<file path="config.mk">
export PLATFORM = sky130hd
export DESIGN_NAME = kab_ctrl
export DESIGN_NICKNAME = d
export VERILOG_FILES = /design/src/rtl/kab_pkg.sv /design/src/rtl/kab_ctrl.sv
export SDC_FILE = /design/constraint.sdc
export NUM_CORES = 1
export LEC_CHECK = 0
export BUFFER_PORTS_ARGS = -buffer_cell sky130_fd_sc_hd__buf_4
export CAP_MARGIN = 40
export CORE_AREA = 2 2 39 41
export DETAILED_ROUTE_END_ITERATION = 12
export DIE_AREA = 0 0 41 43
export PLACE_DENSITY = 0.54
export SKIP_CTS_REPAIR_TIMING = 1
export SLEW_MARGIN = 20
export SYNTH_ARGS = -nofsm -noshare
export SYNTH_HDL_FRONTEND = slang
export SYNTH_SLANG_ARGS = --single-unit
export TNS_END_PERCENT = 50
</file>
<file path="constraint.sdc">
create_clock -name clk -period 1.5 [get_ports clk]
set_clock_uncertainty 0.05 [all_clocks]
set_input_delay 0.225 -clock clk [delete_from_list [all_inputs] [get_ports clk]]
set_output_delay 0.225 -clock clk [all_outputs]
set_load 0.005 [all_outputs]
</file>
<file path="src/rtl/kab_pkg.sv">
// Shared types, codes and sign-extension and saturation helpers of the angle/bias Kalman filter.
`timescale 1ns / 1ps

package kab_pkg;

  typedef enum logic [4:0] {
    ST_IDLE, ST_MA, ST_WA, ST_WB, ST_MC, ST_WC, ST_WD, ST_DIV0, ST_D1GO, ST_DIV1,
    ST_ANG, ST_BIAS, ST_P10, ST_P11, ST_P01, ST_P00, ST_DONE
  } state_t;

  typedef enum logic [4:0] {
    OP_NONE, OP_LOAD, OP_MUL_RB, OP_ANG_PRED, OP_DTP11, OP_MUL_INNER, OP_COV_PRED,
    OP_P11_PRED, OP_K0, OP_DIV1_GO, OP_K1, OP_ANG_UPD, OP_BIAS_UPD, OP_P10_UPD,
    OP_P11_UPD, OP_P01_UPD, OP_P00_UPD, OP_OUT
  } op_t;

  typedef enum logic [1:0] {
    REG_ANGLE_NOISE = 2'd0,
    REG_BIAS_NOISE  = 2'd1,
    REG_MEAS_NOISE  = 2'd2,
    REG_START_ANGLE = 2'd3
  } reg_idx_t;

  typedef struct packed {
    op_t op;
  } cmd_t;

  typedef struct packed {
    logic div_done;
    logic out_free;
  } sts_t;

  localparam int DivSteps = 48;

  function automatic logic signed [71:0] sx32(input logic signed [31:0] a);
    sx32 = {{40{a[31]}}, a};
  endfunction

  function automatic logic signed [31:0] sat32(input logic signed [71:0] v);
    if (v > 72'sh0_0000_0000_7FFF_FFFF) begin
      sat32 = 32'sh7FFF_FFFF;
    end else if (v < -72'sh0_0000_0000_8000_0000) begin
      sat32 = -32'sh8000_0000;
    end else begin
      sat32 = v[31:0];
    end
  endfunction

endpackage

</file>
<file path="src/rtl/kab_ctrl.sv">
// Sequencer of the predict and update steps of the Kalman filter.
`timescale 1ns / 1ps

module kab_ctrl (
  input  logic          clk,
  input  logic          rst_n,
  input  logic          in_valid,
  output logic          in_stall,
  input  kab_pkg::sts_t sts,
  output kab_pkg::cmd_t cmd
);
  import kab_pkg::*;

  state_t state_r, state_nxt;

  always_ff @(posedge clk) begin
    if (!rst_n) begin
      state_r <= ST_IDLE;
    end else begin
      state_r <= state_nxt;
    end
  end

  always_comb begin
    state_nxt = state_r;
    unique case (state_r)
      ST_IDLE: if (in_valid) state_nxt = ST_MA;
      ST_MA:   state_nxt = ST_WA;
      ST_WA:   state_nxt = ST_WB;
      ST_WB:   state_nxt = ST_MC;
      ST_MC:   state_nxt = ST_WC;
      ST_WC:   state_nxt = ST_WD;
      ST_WD:   state_nxt = ST_DIV0;
      ST_DIV0: if (sts.div_done) state_nxt = ST_D1GO;
      ST_D1GO: state_nxt = ST_DIV1;
      ST_DIV1: if (sts.div_done) state_nxt = ST_ANG;
      ST_ANG:  state_nxt = ST_BIAS;
      ST_BIAS: state_nxt = ST_P10;
      ST_P10:  state_nxt = ST_P11;
      ST_P11:  state_nxt = ST_P01;
      ST_P01:  state_nxt = ST_P00;
      ST_P00:  state_nxt = ST_DONE;
      ST_DONE: if (sts.out_free) state_nxt = ST_IDLE;
      default: state_nxt = ST_IDLE;
    endcase
  end

  always_comb begin
    cmd.op   = OP_NONE;
    in_stall = 1'b1;
    unique case (state_r)
      ST_IDLE: begin
        in_stall = 1'b0;
        if (in_valid) cmd.op = OP_LOAD;
      end
      ST_MA:   cmd.op = OP_MUL_RB;
      ST_WA:   cmd.op = OP_ANG_PRED;
      ST_WB:   cmd.op = OP_DTP11;
      ST_MC:   cmd.op = OP_MUL_INNER;
      ST_WC:   cmd.op = OP_COV_PRED;
      ST_WD:   cmd.op = OP_P11_PRED;
      ST_DIV0: if (sts.div_done) cmd.op = OP_K0;
      ST_D1GO: cmd.op = OP_DIV1_GO;
      ST_DIV1: if (sts.div_done) cmd.op = OP_K1;
      ST_ANG:  cmd.op = OP_ANG_UPD;
      ST_BIAS: cmd.op = OP_BIAS_UPD;
      ST_P10:  cmd.op = OP_P10_UPD;
      ST_P11:  cmd.op = OP_P11_UPD;
      ST_P01:  cmd.op = OP_P01_UPD;
      ST_P00:  cmd.op = OP_P00_UPD;
      ST_DONE: if (sts.out_free) cmd.op = OP_OUT;
      default: cmd.op = OP_NONE;
    endcase
  end

endmodule

</file>
### Yosys cells after proc, flatten, opt, wreduce, memory -nomap -nowiden

Cells that the tools add are included.

| cells by class | value |
|---|---|
| eq/ne operators | 20 |
| mux-type cells | 11 |
| reduce and logical (&&, ||, !) cells | 2 |

Operators by type and width:

| cell | number |
|---|---|
| case mux 5 bit (17 select lines) | 2 |
| equality test 5 x 4 -> 1 bit, second input constant | 8 |
| 2-to-1 mux 5 bit | 5 |
| equality test 5 x 3 -> 1 bit, second input constant | 4 |
| equality test 5 x 2 -> 1 bit, second input constant | 2 |
| 2-to-1 mux 4 bit | 2 |
| inequality test 2 bit, second input constant | 4 |
| equality test 5 x 1 -> 1 bit, second input constant | 1 |
| equality test 5 bit, second input constant | 1 |
| logical NOT 5 bit | 1 |
| AND reduction 4 bit | 1 |
| 2-to-1 mux 1 bit | 2 |

| storage, ports and cells | value |
|---|---|
| register bits | 5 |
| input port bits | 5 |
| output and inout bits | 6 |

### Longest topological paths before layout

Gate-level depths: netlist of the first run.

| logic depth | value |
|---|---|
| depth in word-level cells | 3 |
| mapped depth | 4 |
| mapped depth without buffers | 3 |

### Worst setup path after synthesis of the first run

No wires, ideal clock.

| timing path | value |
|---|---|
| path type | flip-flop to output port |
| start point | reg state_r[1] |
| end point | out in_stall |
| arrival | 1.136 ns |
| required time | 1.225 ns |
| setup slack | 0.089 ns |
| stages on the path, launching flop included | 4 |
| buffers on the path | 1 |
| path through | dfxtp_1 -> buf_6 -> or3_4 -> or3_1 |

| between the ends | value |
|---|---|
| word-level cells in the longest chain between the ends | 2 |

Ends and longest elaborated chain:

| what | line | text |
|---|---|---|
| start, declared | kab_ctrl.sv:14 | `state_t state_r, state_nxt;` |
| start signal, assigned | kab_ctrl.sv:20 | `state_r <= state_nxt;` |
| logical NOT 5 bit | kab_ctrl.sv:51 | `unique case (state_r)` |
| 2-to-1 mux 1 bit | kab_ctrl.sv:51 |  |
| end, declared | kab_ctrl.sv:8 | `output logic in_stall,` |

Every way passes these cells.

### Worst setup path in the final report of the first run

| timing path | value |
|---|---|
| start point | reg state_r[2] |
| end point | out in_stall |

Same word-level chain as after synthesis.

==> flow_summary.ini, run 1 <==
[run_status]
status = finished with violations
violations = setup timing

[power]
p_per_area_nw_per_um2 = 810.5
ir_worst_vdd_v = 0.0005107
leakagePower_nw = 0.2249

[synthesis]
synth_mux_area_frac = 0.02432
ys_types = 29
synth_area_um2 = 411.6
synth_warnings = 0
async_flop_share = 0
synth-xor-area-share = 0.02128
ys_top_cells_by_count = dfxtp_1, nor3_1, a21oi_1
synth-compound-area-share = 0.2371
synth_top_family_by_area = simple AND/OR/NAND/NOR gates
synth_top_area_share = 0.2432
yosysTopAreaCell = dfxtp_1
synth-edff-count = 0
syn_inst = 50
synth_nets = 55
synth_seq_area_share = 0.2432
synthAdderAreaFrac = 0
synthFlopType = dfxtp_1
ys_ff_latch = 5
avgSynthCellArea_um2 = 8.233
synth_area_leaders = dfxtp_1, buf_6, nor3_1
synthSimpleGateAreaFrac = 0.3374

[global_routing]
antenna_found_initial = 0
grt_pass1_wl_um = 1442
grt_usage = 0.1307
grt_pass1_vias = 350
grt_max_degree = 11
grt_overflow = 0

[routing]
drt_iter0_markers = 10
post_drt_wl_per_cell_um = 12.49
firstDrtPassIters = 4
ant_nets = 0
wl_um = 999
drt-vias-per-instance = 5.163
vias = 413
drc = 0

[layout]
reg_top3 = state_r (5)
finalNetCount = 70
largest_reg_flops = 5
top_register = state_r
final_util = 0.3942
area_delta_synth_final_pct = 32.52
diodes = 0
drive_gt1_frac = 0.4063

[worst_setup_path]
critPathMaxFanout = 4
slowest_stage = or3_4
crit_chain = or3_4 -> or3_1 -> buf_4
cp-start-kind = flop
cp_data_required_time_ps = 1220
path_class = reg -> out
arrival_ps = 1410
endpoint_kind = primary output
slowest_delay_ps = 390

[placed_design]
port_buffers = 10
finalWeightedCongestion = 0.8053
dp_hpwl_um = 694.5

[sta]
worst_slew_pin_slew_ps = 306.7
hold_viol = 0
fin_crit_sh = 1.122
relSlewSlack = 0.7952
rsz0062_at_grt = true
holdWs_ps = 157.0
fmax_ghz = 0.5942
finalSetupViolCount = 5
setup_slack_ps = -182.9
maxSlewViolCount = 0
period_minus_slack_ps = 1683

[die]
pin_count = 11
dieArea_um2 = 1763
fp-row-count = 14
die_h_um = 43
core_um2 = 1384
initial_utilization = 0.2975
fp.dieW_um = 41

[run]
cap_violations = 0

[clock_tree]
clkLatencyLatePin_ps = 240
cts_buffers = 3
root_buffer = clkbuf_4
cts_max_level = 1
cts_tree = yes
cts.reportedPaths.clkPinSlew_ps = 40
clk_path_buf_depth = 2
cts.sinks = 5

[worst_hold_path]
hold_class = in -> reg
==> cell usage in the layout, fill, tap and decap left out, types with 2 or more instances in the layout <==
cell      netlist  final
nor2_1          3      3
a21oi_1         4      4
dfxtp_1         5      2
buf_6           3      2
nand2_1         3      3
dfxtp_2         0      3
inv_1           2      2
nor3_1          5      5
buf_4           1     13
o21ai_0         2      2
clkbuf_4        1      3
==> power breakdown <==
| group | total, mW | internal [mW] | switching, mW |
|---|---|---|---|
| logic | 0.133 | 0.0743 | 0.0591 |
| registers | 0.155 | 0.143 | 0.0112 |
| clock network | 0.154 | 0.100 | 0.0538 |
| total | 0.442 | 0.318 | 0.124 |
==> final cells by class <==
cell class,instances,area (um2)
Clock buffer,4,26.28
Fill cell,153,838.3
Inverter,2,7.507
Multi-Input combinational cell,38,267.8
Sequential cell,5,103.9
Tap cell,16,20.02
Timing Repair Buffer,15,120.1
==> worst max-delay path: cells and delay by family (launching register included) <==
| kind | cells | cell delay, ps |
|---|---|---|
| AND/OR/NAND/NOR | 2 | 700 |
| flip-flops | 1 | 330 |
| buffers and inverters | 1 | 140 |
==> cell families (layout without fill, tap and decap cells) <==
kind of cell | count (synthesis) | in the layout
flip-flops | 5 | 5
XOR/XNOR | 1 | 1
multiplexers | 1 | 1
AND/OR/NAND/NOR | 22 | 22
buffers and inverters | 7 | 21
AO/OA/AOI/OAI | 14 | 14
==> stage by stage <==
step	setup TNS [ps]	setup slack (ps)	power (mW)	cell area [um2]	std cells
2_1_floorplan	0	88.64	0.2327	411.6	50
3_3_place_gp	0	72.42	0.2779	488.0	75
3_5_place_dp	0	59.88	0.2777	488.0	75
4_1_cts	-802.0	-206.5	0.4421	514.2	79
5_1_grt	-896.8	-230.6	0.4767	545.5	80
6_report	-539.4	-182.9	0.4421	545.5	80
==> final timing paths <==
kind	start	end	slack, ps	depth (start not counted)
setup / recovery	state_r[2]$_SDFFE_PN0P_	in_stall	-180	3
hold / removal	rst_n	state_r[4]$_SDFFE_PN0P_	160	2
setup reg to reg	state_r[2]$_SDFFE_PN0P_	state_r[4]$_SDFFE_PN0P_	170	4
hold reg to reg	state_r[0]$_SDFFE_PN0P_	state_r[1]$_SDFFE_PN0P_	560	2
==> layer usage <==
metal	track usage	part of all wire
met1	0.1548	0.43
met2	0.1719	0.52
met3	0.03141	0.031
met4	0.1400	0.017
met5	0	0
Note: power is estimated with default switching activity, not from simulation.
==> run 2, diff against run 1 <==
--- a/config.mk
+++ b/config.mk
@@ -11,6 +11,7 @@
 export DETAILED_ROUTE_END_ITERATION = 12
 export DIE_AREA = 0 0 41 43
 export PLACE_DENSITY = 0.54
+export REMOVE_ABC_BUFFERS = 1
 export SKIP_CTS_REPAIR_TIMING = 1
 export SLEW_MARGIN = 20
 export SYNTH_ARGS = -nofsm -noshare
==> constraint.sdc (replaced) <==
create_clock -name clk -period 1.5 [get_ports clk]
set_clock_uncertainty 0.05 [all_clocks]
set_input_delay 0.15 -clock clk [delete_from_list [all_inputs] [get_ports clk]]
set_output_delay 0.15 -clock clk [all_outputs]
set_load 0.005 [all_outputs]
==> run 2 against run 1 <==
Against the previous run: the run still ends with setup timing left; sequential power is essentially flat; first-iteration DRC count shrank 10%; via count fell by 2.7%; global-route usage up 0.70 points; die area unchanged; largest power group is now the clock network; count of clock-buffer cells in the layout stayed put; power hardly changed; sequential share of layout area grew 0.45 points; wire length is 7.8% lower; largest cell class unchanged; clock power rose by 3%; sequential cell count stayed put.
==> flow_summary.ini, run 2 (synthesized netlist as in run 1, its figures left out) <==
[power]
leakagePower_nw = 0.2265
p_total_mw = 0.4418
ir_worst_vdd_v = 0.0005082
p_per_area_nw_per_um2 = 819.3

[layout]
final_util = 0.3897
final_common_cell = buf_4
finalNetCount = 71
top_register = state_r
fillers = 154
layout_common_cells = buf_4, nor3_1, a21oi_1, dfxtp_2
diodes = 0
drive_gt1_frac = 0.4154
largest_reg_flops = 5
area_delta_synth_final_pct = 31.00
reg_top3 = state_r (5)

[global_routing]
antenna_found_initial = 0
grt_max_degree = 11
grt_usage = 0.1377
grt_pass1_wl_um = 1614
grt_overflow = 0
grt_pass1_vias = 387

[die]
fp-row-count = 14
pin_count = 11
core_um2 = 1384
die_h_um = 43
fp.dieW_um = 41
initial_utilization = 0.2975
dieArea_um2 = 1763

[clock_tree]
cts_max_level = 1
clk_path_buf_depth = 2
cts_buffers = 3
cts_tree = yes
root_buffer = clkbuf_4
cts.reportedPaths.clkPinSlew_ps = 50
cts.sinks = 5
clkLatencyLatePin_ps = 240

[sta]
worst_slew_pin_slew_ps = 333.9
fmax_ghz = 0.6151
hold_viol = 0
maxSlewViolCount = 0
finalSetupViolCount = 2
period_minus_slack_ps = 1626
relSlewSlack = 0.7771
fin_crit_sh = 1.084
rsz0062_at_grt = true
setup_slack_ps = -125.8

[placed_design]
port_buffers = 10
finalWeightedCongestion = 0.7150
dp_hpwl_um = 684.4

[run_status]
status = finished with violations
violations = setup timing

[run]
cap_violations = 0

[routing]
drc = 0
wl_um = 921
drt-vias-per-instance = 4.963
vias = 402
ant_nets = 0
drt_iter0_markers = 9
firstDrtPassIters = 3
post_drt_wl_per_cell_um = 11.37

[worst_setup_path]
r2r_slack_ps = 150
cp_data_required_time_ps = 1300
r2r_end = state_r[4]$_SDFFE_PN0P_
arrival_ps = 1430
path_class = reg -> out
r2r_start = state_r[2]$_SDFFE_PN0P_
cp-start-kind = flop
r2r_cells = 4
critPathMaxFanout = 7
endpoint_kind = primary output

[worst_hold_path]
worstHoldPathCells = 2
hold_class = in -> reg
hold_start = rst_n
min_to = state_r[4]$_SDFFE_PN0P_
## run 2: cell count changes in the layout (fill, tap and decap cells not counted), sizes merged
cell,change
buf,+1
## run 2: routing by layer
| metal | vias to the layer above | global-route usage | part of all wire |
|---|---|---|---|
| met2 | 9 | 0.1750 | 0.45 |
| met4 | 0 | 0.1200 | 0.0076 |
| met5 | - | 0 | 0 |
| li1 | 210 | - | - |
| met1 | 181 | 0.1839 | 0.49 |
| met3 | 2 | 0.03141 | 0.045 |
## run 2: power breakdown
group	internal, mW	total (mW)	switching (mW)
logic	0.0715	0.126	0.0547
registers	0.143	0.157	0.0137
clock network	0.101	0.159	0.0580
total	0.315	0.442	0.126
## run 2: how the worst max path moves through the flow
stage	slack, ps	start	end	cells after the start
2_1_floorplan	200	state_r[1]$_SDFFE_PN0P_	in_stall	2
3_3_place_gp	120	state_r[1]$_SDFFE_PN0P_	in_stall	3
3_5_place_dp	100	state_r[2]$_SDFFE_PN0P_	in_stall	3
4_1_cts	-170	state_r[2]$_SDFFE_PN0P_	in_stall	3
5_1_grt	-170	state_r[2]$_SDFFE_PN0P_	in_stall	3
6_report	-130	state_r[2]$_SDFFE_PN0P_	in_stall	3
## run 2: layout make-up
cell class | instances | area (um2) | area share
flip-flops and latches | 5 | 105.1 | 0.1949
clock buffers | 4 | 26.28 | 0.04872
multi-input cells | 38 | 260.3 | 0.4826
repair buffers | 16 | 120.1 | 0.2227
inverters | 2 | 7.507 | 0.01392
well taps | 16 | 20.02 | 0.03712
## run 2: metrics by stage
stage / worst slack [ps] / setup TNS, ps / hold WS, ps / instances / area [um2]
floorplan: 200.3 / 0 / 217.8 / 45 / 362.8
global placement: 118.1 / 0 / 315.7 / 76 / 495.5
detailed placement: 100.8 / 0 / 323.4 / 76 / 495.5
CTS: -166.9 / -410.2 / 65.14 / 80 / 521.8
global route: -173.7 / -362.5 / 88.51 / 81 / 539.3
finish: -125.8 / -165.9 / 74.72 / 81 / 539.3
## run 2: critical path, cell delays in order, from the launching register on
cell and delay, ps:
dfxtp_2 340, or3_4 390, or3_1 310, buf_4 140
==> run 3, diff against run 2 <==
--- a/config.mk
+++ b/config.mk
@@ -11,7 +11,6 @@
 export DETAILED_ROUTE_END_ITERATION = 12
 export DIE_AREA = 0 0 41 43
 export PLACE_DENSITY = 0.54
-export REMOVE_ABC_BUFFERS = 1
 export SKIP_CTS_REPAIR_TIMING = 1
 export SLEW_MARGIN = 20
 export SYNTH_ARGS = -nofsm -noshare
==> run 3 against run 2 <==
Against the previous run: non-clock buffer count did not move; count of clock-buffer cells in the layout stayed put; final cell count unchanged; critical path depth did not move; the flow still finishes with violations (setup timing); sequential cell count unchanged; register-to-register slack improved by 100 ps; utilization grew 2.3 points; critical path type unchanged; largest cell class unchanged.
==> flow_summary.ini, run 3 (synthesized netlist as in run 1, its figures left out) <==
[worst_setup_path]
arrival_ps = 1420
cp_data_required_time_ps = 1300
endpoint_kind = primary output
r2r_slack_ps = 250
crit_end = in_stall
critPathLaunch = state_r[1]$_SDFFE_PN0P_
crit_chain = or3_4 -> or3_1 -> buf_4
slowest_delay_ps = 400
r2r_end = state_r[0]$_SDFFE_PN0P_
r2r_start = state_r[3]$_SDFFE_PN0P_
slowest_stage = or3_4
r2r_cells = 4
path_class = reg -> out
critPathMaxFanout = 4
cp-start-kind = flop

[power]
p_sw_mw = 0.1423
seqPwrFrac = 0.332
p_total_mw = 0.4646
p_per_area_nw_per_um2 = 814.3
p_sw_frac = 0.3062
leakagePower_nw = 0.2315
pwr-share-clk = 0.356
combPwrFrac = 0.312
ir_worst_vdd_v = 0.0003908
p_int_mw = 0.3223

[sta]
fmax_ghz = 0.6190
maxSlewViolCount = 0
finalSetupViolCount = 3
fin_crit_sh = 1.077
hold_viol = 0
period_minus_slack_ps = 1615
setup_slack_ps = -115.5
relSlewSlack = 0.7863
worst_slew_pin_slew_ps = 320.2
rsz0062_at_grt = true

[layout]
diodes = 0
largest_reg_flops = 5
final_util = 0.4123
fillers = 135
stdcell_count = 81
finalNetCount = 71
area_delta_synth_final_pct = 38.60
fin_area_um2 = 570.5
reg_top3 = state_r (5)
final_common_cell = buf_4
drive_gt1_frac = 0.4462
top_register = state_r
layout_common_cells = buf_4, a21oi_1, nor3_1

[placed_design]
pre_cts_ws_ps = 144.8
port_buffers = 10
dp_cells = 77
place_area_um2 = 503.0
dp_hpwl_um = 693.9
finalWeightedCongestion = 0.8201

[routing]
post_drt_wl_per_cell_um = 12.35
ant_nets = 0
wl_um = 1000
firstDrtPassIters = 4
vias = 410
drt_iter0_markers = 14
drc = 0
drt-vias-per-instance = 5.062

[run_status]
violations = setup timing
status = finished with violations

[clock_tree]
cts.sinks = 5
cts_buffers = 3
cts.reportedPaths.clkPinSlew_ps = 50
cts_max_level = 1
clk_path_buf_depth = 2
clkLatencyLatePin_ps = 250
cts_tree = yes
root_buffer = clkbuf_4

[global_routing]
grt_overflow = 0
grt_usage = 0.1186
grt_pass1_vias = 372
antenna_found_initial = 0
grt_pass1_wl_um = 1393
grt_max_degree = 11

[run]
cap_violations = 0

[die]
dieArea_um2 = 1763
fp.dieW_um = 41
pin_count = 11
initial_utilization = 0.2975
fp-row-count = 14
die_h_um = 43
core_um2 = 1384

[worst_hold_path]
hold_class = in -> reg
[run 3: cell counts in the layout (fill, tap and decap cells not counted)]
Identical to the previous run, type by type.
[run 3: layer usage]
metal	global-route usage	vias to the layer above	wire length, um
li1	-	213	-
met1	0.1548	186	463
met2	0.1625	9	489
met3	0.01571	2	36
met4	0.1000	0	10
met5	0	-	0
[run 3: worst min-delay path by stage]
| stage | startpoint | to | slack [ps] | depth (start not counted) |
|---|---|---|---|---|
| final | rst_n | state_r[4]$_SDFFE_PN0P_ | 60 | 2 |
| after global routing | rst_n | state_r[4]$_SDFFE_PN0P_ | 80 | 2 |
| after CTS | rst_n | state_r[4]$_SDFFE_PN0P_ | 70 | 2 |
| after detailed placement | rst_n | state_r[4]$_SDFFE_PN0P_ | 320 | 2 |
| after global placement | rst_n | state_r[4]$_SDFFE_PN0P_ | 310 | 2 |
| after floorplan | rst_n | state_r[4]$_SDFFE_PN0P_ | 220 | 1 |
[run 3: layout make-up]
class | count | area, um2 | share of cell area
sequential | 5 | 106.4 | 0.1864
clock buffer | 4 | 26.28 | 0.04605
timing repair buffer | 16 | 127.6 | 0.2237
tap | 16 | 20.02 | 0.03509
inverter | 2 | 7.507 | 0.01316
multi-input combinational | 38 | 282.8 | 0.4956
[run 3: critical path, delay by kind of cell, from the launching register on]
| kind | cells | cell delay, ps |
|---|---|---|
| and+or+nand+nor | 2 | 710 |
| DFF | 1 | 320 |
| buffers and inverters | 1 | 140 |
[run 3: per-stage QoR]
step | hold slack [ps] | setup TNS [ps]
2_1_floorplan | 217.8 | 0
3_3_place_gp | 313.9 | 0
3_5_place_dp | 318.2 | 0
4_1_cts | 65.26 | -435.4
5_1_grt | 80.89 | -617.9
6_report | 60.62 | -300.5
[run 3: power groups by stage]
stage / Combinational [mW] / Clock (mW) / Sequential (mW)
final: 0.145 / 0.165 / 0.154
after floorplan: 0.0840 / 0 / 0.149
after global routing: 0.160 / 0.176 / 0.156
after global placement: 0.132 / 0 / 0.152
after CTS: 0.132 / 0.164 / 0.150
after detailed placement: 0.131 / 0 / 0.152
